## src/hw/rtl/tid_pkg.sv

```systemverilog
// ----------------------------------------------------------------------------
// tid_pkg: shared types and constants for the timed input debouncer
// Poll request layout, configuration register indexes and timing constants.
// ----------------------------------------------------------------------------
package tid_pkg;

    localparam int unsigned TS_W   = 32;   // timestamp width, microseconds
    localparam int unsigned DBC_W  = 10;   // debounce time register width, ms
    localparam int unsigned HOLD_W = 20;   // hold time in us, 1023 * 1000 fits

    localparam int unsigned CFG_IDX_W  = 1;
    localparam int unsigned CFG_DATA_W = DBC_W;

    // Register indexes on the configuration port
    localparam logic [CFG_IDX_W-1:0] CFG_INVERT_LEVEL = 1'd0;
    localparam logic [CFG_IDX_W-1:0] CFG_DEBOUNCE_MS  = 1'd1;

    localparam logic [HOLD_W-1:0] US_PER_MS = HOLD_W'(1000);

    // Reset values of the configuration registers
    localparam logic              INVERT_RESET = 1'b1;
    localparam logic [HOLD_W-1:0] HOLD_RESET   = HOLD_W'(20000);   // 20 ms

    // Input stream tdata layout: now_us, then pin_level, zero filled to bytes
    localparam int unsigned S_TDATA_W = 40;
    localparam int unsigned M_TDATA_W = 8;

    typedef struct packed {
        logic [TS_W-1:0] now_us;
        logic            pin_level;
        logic            read_failed;
    } poll_t;

endpackage

```

## src/hw/rtl/tid_in_reg.sv

```systemverilog
// ----------------------------------------------------------------------------
// tid_in_reg: poll input register
// Captures one poll request per cycle while the qualifier keeps taking them, and holds it for the qualifier.
// ----------------------------------------------------------------------------
module tid_in_reg
    import tid_pkg::*;
(
    input  logic                 aclk,
    input  logic                 aresetn,
    input  logic                 s_tvalid,
    output logic                 s_tready,
    input  logic [S_TDATA_W-1:0] s_tdata,    // [31:0] now_us, [32] pin_level
    input  logic                 s_tuser,    // [0] read_failed
    input  logic                 take,       // qualifier consumes held poll
    output logic                 poll_valid,
    output poll_t                poll
);

    logic  valid_reg;
    logic  valid_next;
    poll_t poll_reg;

    // free slot, or the held poll leaves this cycle
    assign s_tready   = !valid_reg || take;
    assign valid_next = (s_tvalid && s_tready) ? 1'b1 : (valid_reg && !take);

    always_ff @(posedge aclk) begin
        if (!aresetn) begin
            valid_reg <= 1'b0;
        end else begin
            valid_reg <= valid_next;
        end
        if (s_tvalid && s_tready) begin
            poll_reg.now_us      <= s_tdata[TS_W-1:0];
            poll_reg.pin_level   <= s_tdata[TS_W];
            poll_reg.read_failed <= s_tuser;
        end
    end

    assign poll_valid = valid_reg;
    assign poll       = poll_reg;

endmodule

```

## src/hw/rtl/tid_qual.sv

```systemverilog
// ----------------------------------------------------------------------------
// tid_qual: level qualifier and result register
// Tracks candidate level and start time, publishes held levels.
// ----------------------------------------------------------------------------
module tid_qual
    import tid_pkg::*;
(
    input  logic                 aclk,
    input  logic                 aresetn,
    input  logic                 poll_valid,
    input  poll_t                poll,
    output logic                 take,
    input  logic                 invert_level,
    input  logic [HOLD_W-1:0]    hold_us,
    output logic                 m_tvalid,
    input  logic                 m_tready,
    output logic [M_TDATA_W-1:0] m_tdata     // [0] stable_level
);

    logic            cand_level_reg, cand_level_next;
    logic [TS_W-1:0] cand_start_reg, cand_start_next;
    logic            stable_reg,     stable_next;
    logic            published_reg,  published_next;
    logic            error_reg,      error_next;
    logic            out_valid_reg,  out_valid_next;
    logic            out_level_reg,  out_level_next;

    logic            observed;
    logic [TS_W-1:0] elapsed;
    logic            hold_ok;
    logic            publish;

    assign take     = poll_valid && (!out_valid_reg || m_tready);
    assign observed = poll.pin_level ^ invert_level;
    assign elapsed  = poll.now_us - cand_start_reg;   // wraps mod 2^32
    assign hold_ok  = (hold_us == '0) || (elapsed >= TS_W'(hold_us));

    always_comb begin
        cand_level_next = cand_level_reg;
        cand_start_next = cand_start_reg;
        stable_next     = stable_reg;
        published_next  = published_reg;
        error_next      = error_reg;
        publish         = 1'b0;
        if (take && !error_reg) begin
            if (poll.read_failed) begin
                error_next = 1'b1;
            end else if (observed != cand_level_reg) begin
                // level change restarts the candidate, never publishes
                cand_level_next = observed;
                cand_start_next = poll.now_us;
            end else if (!(published_reg && observed == stable_reg) && hold_ok) begin
                publish        = 1'b1;
                stable_next    = observed;
                published_next = 1'b1;
            end
        end
        out_valid_next = take ? publish : (out_valid_reg && !m_tready);
        out_level_next = publish ? observed : out_level_reg;
    end

    always_ff @(posedge aclk) begin
        if (!aresetn) begin
            cand_level_reg <= 1'b0;
            cand_start_reg <= '0;
            stable_reg     <= 1'b0;
            published_reg  <= 1'b0;
            error_reg      <= 1'b0;
            out_valid_reg  <= 1'b0;
        end else begin
            cand_level_reg <= cand_level_next;
            cand_start_reg <= cand_start_next;
            stable_reg     <= stable_next;
            published_reg  <= published_next;
            error_reg      <= error_next;
            out_valid_reg  <= out_valid_next;
        end
        out_level_reg <= out_level_next;
    end

    assign m_tvalid = out_valid_reg;
    assign m_tdata  = {{(M_TDATA_W-1){1'b0}}, out_level_reg};

    // error state is sticky until reset
    a_error_sticky: assert property (@(posedge aclk) disable iff (!aresetn)
        error_reg |=> error_reg)
        else $error("error latch cleared without reset");

    // nothing is published once the error is latched
    a_no_publish_in_error: assert property (@(posedge aclk) disable iff (!aresetn)
        !(error_reg && publish))
        else $error("result produced while error latched");

    // a published result always marks the published flag
    a_publish_marks: assert property (@(posedge aclk) disable iff (!aresetn)
        publish |=> (published_reg && m_tvalid && m_tdata[0] == stable_reg))
        else $error("published result out of step with stable level");

endmodule

```

## src/hw/rtl/timed_input_debouncer_core.sv

```systemverilog
// ----------------------------------------------------------------------------
// timed_input_debouncer_core: timestamp based pin debounce filter
// Qualifies polled pin levels against a configurable hold time.
// ----------------------------------------------------------------------------
// Path: input register, then qualifier result register, then m_.
// Throughput: one poll request per cycle while m_ does not stall; the
//   qualifier updates its state in one pass (32-bit subtract, compare).
// Reset: aresetn synchronous, active low; invert_level = 1, debounce 20 ms,
//   candidate level 0 at time 0, nothing published, error clear.
// ----------------------------------------------------------------------------
module timed_input_debouncer_core
    import tid_pkg::*;
(
    input  logic                  aclk,
    input  logic                  aresetn,

    // poll requests
    input  logic                  s_tvalid,
    output logic                  s_tready,
    input  logic [S_TDATA_W-1:0]  s_tdata,   // [31:0] now_us, [32] pin_level
    input  logic                  s_tuser,   // [0] read_failed

    // published levels
    output logic                  m_tvalid,
    input  logic                  m_tready,
    output logic [M_TDATA_W-1:0]  m_tdata,   // [0] stable_level

    // configuration writes
    input  logic                  cfg_we,
    input  logic [CFG_IDX_W-1:0]  cfg_index,
    input  logic [CFG_DATA_W-1:0] cfg_wdata
);

    // Configuration. The hold time is kept in microseconds, scaled at write
    // time, so the per-poll path is just the elapsed-time compare.
    logic              invert_reg, invert_next;
    logic [HOLD_W-1:0] hold_reg,   hold_next;

    always_comb begin
        invert_next = invert_reg;
        hold_next   = hold_reg;
        if (cfg_we) begin
            unique case (cfg_index)
                CFG_INVERT_LEVEL: invert_next = cfg_wdata[0];
                CFG_DEBOUNCE_MS:  hold_next   = HOLD_W'(cfg_wdata) * US_PER_MS;
            endcase
        end
    end

    always_ff @(posedge aclk) begin
        if (!aresetn) begin
            invert_reg <= INVERT_RESET;
            hold_reg   <= HOLD_RESET;
        end else begin
            invert_reg <= invert_next;
            hold_reg   <= hold_next;
        end
    end

    // Input register: frees itself whenever the qualifier takes the poll.
    logic  poll_valid;
    poll_t poll;
    logic  take;

    tid_in_reg u_in_reg (
        .aclk       (aclk),
        .aresetn    (aresetn),
        .s_tvalid   (s_tvalid),
        .s_tready   (s_tready),
        .s_tdata    (s_tdata),
        .s_tuser    (s_tuser),
        .take       (take),
        .poll_valid (poll_valid),
        .poll       (poll)
    );

    // Qualifier: candidate tracking, error latch and result register.
    tid_qual u_qual (
        .aclk         (aclk),
        .aresetn      (aresetn),
        .poll_valid   (poll_valid),
        .poll         (poll),
        .take         (take),
        .invert_level (invert_reg),
        .hold_us      (hold_reg),
        .m_tvalid     (m_tvalid),
        .m_tready     (m_tready),
        .m_tdata      (m_tdata)
    );

endmodule
```

## config.mk

```make
export PLATFORM = sky130hd
export DESIGN_NAME = timed_input_debouncer_core
export DESIGN_NICKNAME = d
export VERILOG_FILES = /design/src/hw/rtl/tid_pkg.sv /design/src/hw/rtl/tid_in_reg.sv /design/src/hw/rtl/tid_qual.sv /design/src/hw/rtl/timed_input_debouncer_core.sv
export SDC_FILE = /design/constraint.sdc
export NUM_CORES = 1
export LEC_CHECK = 0
export BUFFER_PORTS_ARGS = -buffer_cell sky130_fd_sc_hd__buf_2
export CAP_MARGIN = 10
export CORE_AREA = 2 2 118 120
export DETAILED_ROUTE_END_ITERATION = 12
export DIE_AREA = 0 0 120 122
export GPL_ROUTABILITY_DRIVEN = 0
export HOLD_SLACK_MARGIN = 0.1
export PLACE_DENSITY = 0.87
export SLEW_MARGIN = 20
export SYNTH_ARGS = -nofsm -noshare
export SYNTH_HDL_FRONTEND = slang
export SYNTH_SLANG_ARGS = --single-unit
```

## constraint.sdc

```tcl
create_clock -name aclk -period 5.4 [get_ports aclk]
set_clock_uncertainty 0.1 [all_clocks]
set_input_delay 1.08 -clock aclk [delete_from_list [all_inputs] [get_ports aclk]]
set_output_delay 1.08 -clock aclk [all_outputs]
set_load 0.02 [all_outputs]
```

==> results of run 1 <==
## per-layer routing
metal | wire [um] | share of wire (%) | GRT usage, % | up-vias
met5 | 0 | 0 | 0 | -
met1 | 6540 | 45 | 27.2 | 2647
li1 | - | - | - | 2849
met4 | 297 | 2.1 | 6.84 | 0
met3 | 753 | 5.2 | 3.46 | 25
met2 | 6850 | 47 | 36.2 | 157
## per-stage QoR
stage / hold slack, ns / utilization, %
2_1_floorplan: 0.335 / -
3_3_place_gp: 0.345 / 55.9
3_5_place_dp: 0.358 / 55.9
4_1_cts: 0.366 / 58.2
5_1_grt: 0.383 / 58.2
6_report: 0.364 / 58.2
## how the worst min path moves through the flow
stage / slack (ns) / to / startpoint / cells past startpoint
after floorplan: 0.33 / u_qual.published_reg / u_qual.published_reg / 2
after global placement: 0.34 / u_qual.published_reg / u_qual.published_reg / 2
after detailed placement: 0.36 / u_qual.published_reg / u_qual.published_reg / 2
after CTS: 0.37 / u_qual.published_reg / u_qual.published_reg / 2
after global routing: 0.38 / u_qual.cand_start_reg[20] / u_qual.cand_start_reg[20] / 2
final: 0.36 / u_qual.cand_start_reg[18] / u_qual.cand_start_reg[18] / 2
## power by group through the flow
stage	logic [mW]	clock network, mW	registers, mW
finish	1.09	0.659	0.806
global route	1.25	0.694	0.811
CTS	1.09	0.669	0.805
detailed placement	1.08	0	0.820
global placement	1.04	0	0.819
floorplan	0.820	0	0.808
## logic make-up after synthesis
group / share of synthesized area [%]
flops: 30.4
simple gates: 15.6
fa+ha+maj: 24.3
compound gates: 17.7
mux: 0.437
buf+inv: 6.86
other cells: 0.0524
xor+xnor: 4.64
## cell usage in the layout (no fill, tap or decap), types with 13 or more instances in the layout
| cell type | count |
|---|---|
| a21boi_0 | 37 |
| a21oi_1 | 45 |
| buf_2 | 52 |
| dfxtp_1 | 56 |
| edfxtp_1 | 35 |
| fa_1 | 31 |
| ha_1 | 89 |
| inv_1 | 79 |
| nand2_1 | 125 |
| nand4_1 | 14 |
| nor2_1 | 30 |
| nor2b_1 | 13 |
| o21ai_0 | 22 |
| xnor2_1 | 15 |
| xor2_1 | 21 |
## worst reg2reg max path, delay by kind of cell (launching register included)
family | cells | cell delay, ns
and+or+nand+nor | 10 | 2.37
AOI/OAI and AO/OA | 6 | 1.04
adders and majority gates | 2 | 0.70
DFF | 1 | 0.42
xor gates and xnor gates | 1 | 0.15
## area by class of cell
| type | instances | area, um2 | share of cell area, % |
|---|---|---|---|
| Inverter | 79 | 297 | 3.77 |
| Tap cell | 180 | 225 | 2.86 |
| Clock inverter | 5 | 77.6 | 0.986 |
| Timing Repair Buffer | 64 | 350 | 4.45 |
| Sequential cell | 91 | 2170 | 27.6 |
| Clock buffer | 11 | 233 | 2.96 |
| Multi-Input combinational cell | 598 | 4510 | 57.3 |
==> impl_metrics.env, run 1 <==
export IMPL_status="complete, no violations"
export IMPL_area_delta_synth_final_pct=9.99
export IMPL_syn_inst=801
export IMPL_stdcell_area_mm2=0.00787
export IMPL_netlist_area_mm2=0.00715
export IMPL_ys_warn_count=0
export IMPL_dp_cells=1012
export IMPL_postSynthAreaPerCell_um2=8.93
export IMPL_post_cts_resized=0
export IMPL_synthTopCellsByArea="dfxtp_1 16%, ha_1 16%, edfxtp_1 15%, fa_1 8.7%, nand2_1 6.6%"
export IMPL_async_flop_share_pct=0
export IMPL_rsz0062_at_grt="false"
export IMPL_cts_buffers=9
export IMPL_clk_latency_ns=0.35
export IMPL_fmax_mhz=196
export IMPL_antennaDiodeCount=0
export IMPL_start_kind="primary input"
export IMPL_end_kind="register"
export IMPL_rr_startpoint="u_in_reg.poll[13]"
export IMPL_drt_iter0_drc=376
export IMPL_synth_top_cell_by_area="dfxtp_1"
export IMPL_grt_pass1_wl_mm=25.1
export IMPL_hp_class="reg -> reg"
export IMPL_port_buffers=52
export IMPL_reg2reg_depth=19
export IMPL_grt_max_degree=61
export IMPL_fin_nets=1020
export IMPL_die_area_mm2=0.0146
export IMPL_power_density_mw_per_mm2=325
export IMPL_die_h_um=122
export IMPL_hold_violations=0
export IMPL_worst_setup_path_type="in -> reg"
export IMPL_synth_edff_count=35
export IMPL_ys_flop_type="dfxtp_1"
export IMPL_grt_overflow=0
export IMPL_peakVddDrop_uv=194
export IMPL_combPwrFrac_pct=42.7
export IMPL_cp_arrival_ns=5.25
export IMPL_antenna_found_initial=0
export IMPL_io_pins=67
export IMPL_critical_path_top_delay_family="adder cells"
export IMPL_cts_setup_buffers=0
export IMPL_slowest_delay_ns=0.56
export IMPL_layout_min_cycle_time_ns=5.11
export IMPL_synth_top_cell_area_share_pct=15.7
export IMPL_power_switching_mw=0.876
export IMPL_finalNonFillerCells=1028
export IMPL_clk_pin_slew_ns=0.06
export IMPL_critPathMostFrequentCell="fa_1"
export IMPL_crit_cells=16
export IMPL_required_ns=5.55
export IMPL_drc=0
export IMPL_switching_share_pct=34.3
export IMPL_wl_per_cell_um=14.0
export IMPL_yosys_cell_count_top_type="nand2_1"
export IMPL_cp_cell_sequence="buf_2 -> fa_1 -> inv_1 -> fa_1 -> fa_1 -> inv_1 -> fa_1 -> ha_1 -> nor2b_1 -> o21a_1 -> o311a_1 -> o31ai_1 -> o21ai_1 -> xnor2_1 -> o21ai_0 -> and2_1"
export IMPL_vias=5678
export IMPL_ys_types=62
export IMPL_wl_mm=14.4
export IMPL_grt_pass1_vias=5560
export IMPL_relSlewSlack_pct=37.7
export IMPL_place_area_mm2=0.00755
export IMPL_root_buffer="clkbuf_16"
export IMPL_die_w_um=120
export IMPL_startpoint="cfg_wdata[0]"
export IMPL_maxCapViolCount=0
export IMPL_routed_via_density=5.52
export IMPL_cts_htree_levels=3
export IMPL_core_rowCount=43
export IMPL_finalSetupTns_ns=0
export IMPL_path_buf_inv=3
export IMPL_setup_viol=0
export IMPL_track_usage_pct=21.1
export IMPL_p_int_mw=1.68
export IMPL_worst_slack_ns=0.293
export IMPL_core_area_mm2=0.0135
export IMPL_fill_cells=1122
export IMPL_cts_sinks=91
export IMPL_drt_pass1_iter_count=5
export IMPL_synth_seq_cells=91
export IMPL_worst_pin_slew_ns=0.935
export IMPL_timing_critical_path_to="hold_reg[19]"
export IMPL_drive_gt1_share_pct=9.91
export IMPL_ant_nets=0
export IMPL_largest_register_ffs=34
export IMPL_pre_cts_ws_ns=-0.0741
export IMPL_total_power_mw=2.55
export IMPL_crit_path_top_delay_cell="fa_1"
export IMPL_tritoncts="yes"
export IMPL_cp_max_fo=3
export IMPL_dp_hpwl_mm=10.9
export IMPL_pwr_share_seq_pct=31.5
export IMPL_pwr_share_clk_pct=25.8
export IMPL_p_leak_nw=3.24
export IMPL_drv_slew=0
export IMPL_ctsHoldBuffers=0
export IMPL_ys_seq_area_share_pct=30.4
export IMPL_yosys_top_cells_count="125 x nand2_1, 89 x ha_1, 79 x inv_1, 56 x dfxtp_1, 45 x a21oi_1"
export IMPL_clockBufferDepth=2
export IMPL_min_period_over_period_pct=94.6
export IMPL_r2r_end="u_qual.out_level_reg"
export IMPL_reg2reg_slack_ns=0.38
export IMPL_start_util_pct=53.0
(Power assumes the default switching activity.)
==> run 2: changes to the inputs <==
--- a/config.mk
+++ b/config.mk
@@ -7,13 +7,14 @@
 export LEC_CHECK = 0
 export BUFFER_PORTS_ARGS = -buffer_cell sky130_fd_sc_hd__buf_2
 export CAP_MARGIN = 10
-export CORE_AREA = 2 2 118 120
+export CORE_AREA = 2 2 122 124
 export DETAILED_ROUTE_END_ITERATION = 12
-export DIE_AREA = 0 0 120 122
+export DIE_AREA = 0 0 124 126
 export GPL_ROUTABILITY_DRIVEN = 0
 export HOLD_SLACK_MARGIN = 0.1
 export PLACE_DENSITY = 0.87
 export SLEW_MARGIN = 20
 export SYNTH_ARGS = -nofsm -noshare
 export SYNTH_HDL_FRONTEND = slang
+export SYNTH_HIERARCHICAL = 1
 export SYNTH_SLANG_ARGS = --single-unit
==> impl_metrics.env, run 2 <==
export IMPL_status="complete, no violations"
export IMPL_clockBufferDepth=2
export IMPL_synth_top_family_by_area="adder cells"
export IMPL_drv_slew=0
export IMPL_wl_per_cell_um=14.9
export IMPL_ys_seq_area_share_pct=28.3
export IMPL_antenna_found_initial=0
export IMPL_peakVddDrop_uv=168
export IMPL_cp_max_fo=4
export IMPL_tritoncts="yes"
export IMPL_crit_path_top_delay_cell="edfxtp_1"
export IMPL_synth_top_cell_area_share_pct=15.3
export IMPL_slowest_delay_ns=0.41
export IMPL_clk_pin_slew_ns=0.07
export IMPL_reg2reg_depth=20
export IMPL_async_flop_share_pct=0
export IMPL_worstHoldPathCells=2
export IMPL_drt_iter0_drc=482
export IMPL_drive_gt1_share_pct=11.7
export IMPL_synth_fa_ha_area_share_pct=23.2
export IMPL_synthTopCellsByArea="ha_1 15%, dfxtp_1 15%, edfxtp_1 14%, fa_1 7.8%, nand2_1 5.7%"
export IMPL_ys_types=87
export IMPL_synth_simple_gate_area_share_pct=16.1
export IMPL_cts_htree_levels=3
export IMPL_cts_buffers=9
export IMPL_synth_top_cell_by_area="ha_1"
export IMPL_root_buffer="clkbuf_16"
export IMPL_grt_pass1_vias=6115
export IMPL_start_kind="register"
export IMPL_drc=0
export IMPL_ant_nets=0
export IMPL_final_cell_mix="116 x nand2_1, 110 x inv_1, 94 x ha_1"
export IMPL_wl_mm=16.3
export IMPL_min_period_over_period_pct=90.2
export IMPL_track_usage_pct=22.4
export IMPL_die_area_mm2=0.0156
export IMPL_antennaDiodeCount=0
export IMPL_switching_share_pct=39.1
export IMPL_grt_pass1_wl_mm=28.2
export IMPL_finalSetupTns_ns=0
export IMPL_routed_via_density=5.64
export IMPL_synth_compound_area_share_pct=19.9
export IMPL_total_power_mw=2.72
export IMPL_setup_viol=0
export IMPL_layout_min_cycle_time_ns=4.87
export IMPL_yosys_top_cells_count="117 x nand2_1, 110 x inv_1, 94 x ha_1, 56 x dfxtp_1, 49 x a21oi_1"
export IMPL_power_density_mw_per_mm2=328
export IMPL_largest_register_ffs=34
export IMPL_die_w_um=124
export IMPL_power_switching_mw=1.06
export IMPL_required_ns=5.58
export IMPL_area_delta_synth_final_pct=8.39
export IMPL_hold_violations=0
export IMPL_grt_max_degree=41
export IMPL_postSynthAreaPerCell_um2=8.88
export IMPL_combPwrFrac_pct=46.6
export IMPL_core_rowCount=44
export IMPL_yosys_cell_count_top_type="nand2_1"
export IMPL_port_buffers=52
export IMPL_pwr_share_clk_pct=23.3
export IMPL_post_cts_resized=0
export IMPL_cp_arrival_ns=5.05
export IMPL_hp_start="u_qual/cand_start_reg[20]"
export IMPL_crit_cells=20
export IMPL_p_leak_nw=3.47
export IMPL_worst_setup_path_type="reg -> reg"
export IMPL_fin_nets=1082
export IMPL_ys_flop_type="dfxtp_1"
export IMPL_critPathMostFrequentCell="ha_1"
export IMPL_r2r_end="u_qual/stable_reg"
export IMPL_critical_path_top_delay_family="compound AO/OA/AOI/OAI gates"
export IMPL_end_kind="register"
export IMPL_die_h_um=126
export IMPL_start_util_pct=53.6
export IMPL_pwr_share_seq_pct=30.1
export IMPL_io_pins=67
export IMPL_hp_class="reg -> reg"
export IMPL_drt_pass1_iter_count=5
export IMPL_timing_critical_path_to="u_qual/stable_reg"
export IMPL_synth_seq_cells=91
export IMPL_dp_hpwl_mm=12.4
export IMPL_ctsHoldBuffers=0
export IMPL_rr_startpoint="u_in_reg/poll[5]"
export IMPL_startpoint="u_in_reg/poll[5]"
export IMPL_reg2reg_slack_ns=0.53
export IMPL_synth_xor_xnor_area_share_pct=3.88
export IMPL_cts_sinks=91
export IMPL_relSlewSlack_pct=47.4
export IMPL_netlist_area_mm2=0.00767
export IMPL_maxCapViolCount=0
export IMPL_p_int_mw=1.66
export IMPL_cts_setup_buffers=0
export IMPL_grt_overflow=0
export IMPL_ys_warn_count=6
export IMPL_fmax_mhz=205
export IMPL_synth_mux_area_share_pct=0.588
export IMPL_clk_latency_ns=0.35
export IMPL_synth_edff_count=35
export IMPL_cp_cell_sequence="ha_1 -> and2_4 -> a221oi_2 -> o21ai_1 -> a31oi_1 -> and2_1 -> o221ai_1 -> nor2b_1 -> a311oi_1 -> xnor2_1 -> ha_1 -> nand3_1 -> nand2_1 -> a21oi_1 -> o2111ai_1 -> nor4_1 -> nand4_1 -> and4bb_4 -> mux2_4 -> o211ai_2"
export IMPL_core_area_mm2=0.0143
export IMPL_rsz0062_at_grt="false"
export IMPL_worst_pin_slew_ns=0.783
export IMPL_vias=6145
export IMPL_path_buf_inv=0
export IMPL_final_common_cell="nand2_1"
export IMPL_syn_inst=863
run 2: changes by cell type in the layout (fill, tap and decap cells not counted), sizes merged, moves of 6 or more:
cell,before,now
conb,7,13
nand3,12,30
o21ai,30,21
xor2,22,12
buf,64,54
nor2b,13,7
a21oi,45,53
nand2,125,117
inv,79,112
xnor2,15,22
run 2: worst min path at each step:
stage | end
after CTS | u_qual/cand_start_reg[3]
after detailed placement | u_qual/cand_start_reg[3]
after floorplan | u_qual/published_reg
final | u_qual/cand_start_reg[20]
after global routing | u_qual/cand_start_reg[3]
after global placement | u_qual/cand_start_reg[9]
run 2: area by class of cell:
class                           instances  area [um2]
Fill cell                            1212        6000
Multi-Input combinational cell        635        4920
Sequential cell                        91        2170
Inverter                              110         413
Timing Repair Buffer                   54         275
Tap cell                              184         230
Clock buffer                           10         229
Clock inverter                          6        65.1
run 2: logic make-up after synthesis:
logic type | Yosys count
simple gates | 252
compound gates | 208
buf+inv | 148
fa+ha+maj | 124
flops | 91
xor+xnor | 34
mux | 4
other cells | 2
run 2: power groups by stage:
stage          Clock (mW)  Combinational [mW]  Sequential [mW]
6_report            0.634                1.27            0.819
3_5_place_dp            0                1.24            0.833
2_1_floorplan           0                1.00            0.819
5_1_grt             0.678                1.44            0.825
4_1_cts             0.644                1.25            0.818
3_3_place_gp            0                1.19            0.830
run 2: per-stage QoR:
step	instance area, um2	utilization [%]	hold slack [ns]	instances	worst slack (ns)
CTS	8310	58.0	0.365	1090	0.586
global route	8310	58.1	0.382	1090	0.289
detailed placement	8010	56.0	0.356	1074	0.346
finish	8310	58.1	0.364	1090	0.528
global placement	8010	56.0	0.349	1074	0.427
floorplan	7710	-	0.341	874	0.750
run 2: worst min-delay path: stages (launching register included):
cell and delay, ns:
dfxtp_1 0.31, nand2_1 0.05, a21boi_0 0.06
run 2: layer usage:
layer / vias to the layer above / part of all wire (%) / global-route usage [%]
met5: - / 0 / 0
met2: 154 / 48 / 37.6
li1: 3065 / - / -
met4: 0 / 1.7 / 7.14
met3: 28 / 4.4 / 3.13
met1: 2898 / 46 / 29.7
==> run 3: changes to the inputs <==
--- a/config.mk
+++ b/config.mk
@@ -7,14 +7,13 @@
 export LEC_CHECK = 0
 export BUFFER_PORTS_ARGS = -buffer_cell sky130_fd_sc_hd__buf_2
 export CAP_MARGIN = 10
-export CORE_AREA = 2 2 122 124
+export CORE_AREA = 2 2 118 108
 export DETAILED_ROUTE_END_ITERATION = 12
-export DIE_AREA = 0 0 124 126
+export DIE_AREA = 0 0 120 110
 export GPL_ROUTABILITY_DRIVEN = 0
 export HOLD_SLACK_MARGIN = 0.1
-export PLACE_DENSITY = 0.87
+export PLACE_DENSITY = 0.91
 export SLEW_MARGIN = 20
 export SYNTH_ARGS = -nofsm -noshare
 export SYNTH_HDL_FRONTEND = slang
-export SYNTH_HIERARCHICAL = 1
 export SYNTH_SLANG_ARGS = --single-unit
==> constraint.sdc (replaced) <==
create_clock -name aclk -period 5.6 [get_ports aclk]
set_clock_uncertainty 0.1 [all_clocks]
set_input_delay 1.12 -clock aclk [delete_from_list [all_inputs] [get_ports aclk]]
set_output_delay 1.12 -clock aclk [all_outputs]
set_load 0.02 [all_outputs]
==> impl_metrics.env, run 3 (same netlist as run 1, synthesis figures left out) <==
export IMPL_grt_overflow=0
export IMPL_path_buf_inv=4
export IMPL_fmax_mhz=193
export IMPL_cts_setup_buffers=0
export IMPL_clk_pin_slew_ns=0.06
export IMPL_routed_via_density=5.77
export IMPL_wl_per_cell_um=14.2
export IMPL_track_usage_pct=22.5
export IMPL_cp_max_fo=5
export IMPL_end_kind="register"
export IMPL_timing_critical_path_to="hold_reg[17]"
export IMPL_cts_sinks=91
export IMPL_fin_nets=1015
export IMPL_die_w_um=120
export IMPL_antennaDiodeCount=0
export IMPL_die_h_um=110
export IMPL_grt_pass1_wl_mm=23.9
export IMPL_grt_pass1_vias=5428
export IMPL_critical_path_top_delay_family="adder cells"
export IMPL_worst_setup_path_type="in -> reg"
export IMPL_final_cell_mix="124 x nand2_1, 89 x ha_1, 79 x inv_1"
export IMPL_drc=0
export IMPL_cp_arrival_ns=5.31
export IMPL_antenna_found_initial=0
export IMPL_worst_slack_ns=0.431
export IMPL_clockBufferDepth=2
export IMPL_crit_cells=16
export IMPL_power_density_mw_per_mm2=315
export IMPL_critPathMostFrequentCell="fa_1"
export IMPL_setup_viol=0
export IMPL_area_delta_synth_final_pct=9.33
export IMPL_grt_max_degree=61
export IMPL_relSlewSlack_pct=49.8
export IMPL_final_common_cell="nand2_1"
export IMPL_p_leak_nw=3.22
export IMPL_rsz0062_at_grt="false"
export IMPL_tritoncts="yes"
export IMPL_startpoint="cfg_wdata[1]"
export IMPL_peakVddDrop_uv=206
export IMPL_vias=5789
export IMPL_drive_gt1_share_pct=9.73
export IMPL_dp_hpwl_mm=10.9
export IMPL_status="complete, no violations"
export IMPL_ant_nets=0
export IMPL_hold_violations=0
export IMPL_final_seq_area_mm2=0.00217
export IMPL_rr_startpoint="u_in_reg.poll[13]"
export IMPL_root_buffer="clkbuf_16"
export IMPL_maxCapViolCount=0
export IMPL_drt_iter0_drc=507
export IMPL_core_area_mm2=0.0119
export IMPL_hp_class="reg -> reg"
export IMPL_pre_cts_ws_ns=0.0605
export IMPL_min_period_over_period_pct=92.3
export IMPL_drt_pass1_iter_count=5
export IMPL_reg2reg_depth=20
export IMPL_clk_latency_ns=0.35
export IMPL_final_util_pct=65.5
export IMPL_drv_slew=0
export IMPL_required_ns=5.74
export IMPL_reg2reg_slack_ns=0.52
export IMPL_core_rowCount=38
export IMPL_cts_buffers=9
export IMPL_start_util_pct=59.9
export IMPL_crit_path_top_delay_cell="fa_1"
export IMPL_start_kind="primary input"
export IMPL_finalSetupTns_ns=0
export IMPL_cp_cell_sequence="buf_2 -> fa_1 -> inv_1 -> fa_1 -> fa_1 -> inv_1 -> fa_1 -> ha_1 -> nor2b_1 -> o21a_1 -> o311a_1 -> o31ai_1 -> buf_4 -> xnor2_1 -> o21ai_0 -> and2_1"
export IMPL_r2r_end="u_qual.out_level_reg"
export IMPL_post_cts_resized=0
export IMPL_slowest_delay_ns=0.53
export IMPL_fill_cells=937
export IMPL_io_pins=67
export IMPL_port_buffers=52
export IMPL_layout_min_cycle_time_ns=5.17
export IMPL_wl_mm=14.2
export IMPL_largest_register_ffs=34
export IMPL_worst_pin_slew_ns=0.751
export IMPL_multi_input_area_mm2=0.00451
export IMPL_die_area_mm2=0.0132
export IMPL_ctsHoldBuffers=0
export IMPL_cts_htree_levels=3
run 3: tightest hold or removal path, cell delays in order, from the launching register on:
cell      delay, ns
dfxtp_1        0.31
nand2_1        0.04
a21boi_0       0.06
run 3: worst min path at each step:
stage | startpoint | endpoint | slack, ns | cells after the start
2_1_floorplan | u_qual.published_reg | u_qual.published_reg | 0.33 | 2
3_3_place_gp | u_qual.published_reg | u_qual.published_reg | 0.34 | 2
3_5_place_dp | u_qual.cand_start_reg[15] | u_qual.cand_start_reg[15] | 0.36 | 2
4_1_cts | u_qual.cand_start_reg[15] | u_qual.cand_start_reg[15] | 0.37 | 2
5_1_grt | u_qual.cand_start_reg[21] | u_qual.cand_start_reg[21] | 0.39 | 2
6_report | u_qual.cand_start_reg[17] | u_qual.cand_start_reg[17] | 0.36 | 2
run 3: layout make-up:
class | count | area share [%]
timing repair buffer | 59 | 4.00
clock inverter | 6 | 1.20
inverter | 79 | 3.79
multi-input combinational | 598 | 57.7
clock buffer | 10 | 2.93
tap | 160 | 2.56
sequential | 91 | 27.8
run 3: metal layers:
metal	wire length, um	track usage, %
met4	296	6.97
met1	6470	29.3
met2	6590	38.1
met5	0	0
met3	843	4.63
run 3: power by group:
| group | leakage (nW) | internal (mW) | switching, mW | total [mW] |
|---|---|---|---|---|
| clock | 0.154 | 0.396 | 0.263 | 0.659 |
| combinational | 2.27 | 0.466 | 0.562 | 1.03 |
| sequential | 0.797 | 0.740 | 0.0364 | 0.777 |
| total | 3.22 | 1.60 | 0.861 | 2.46 |
run 3: stage by stage:
step | instance area [um2] | hold WS [ns] | power [mW] | std cells
after floorplan | 7170 | 0.335 | 1.57 | 807
final | 7820 | 0.363 | 2.46 | 1003
after detailed placement | 7490 | 0.359 | 1.80 | 987
after CTS | 7820 | 0.368 | 2.46 | 1003
after global placement | 7490 | 0.343 | 1.76 | 987
after global routing | 7820 | 0.387 | 2.65 | 1003
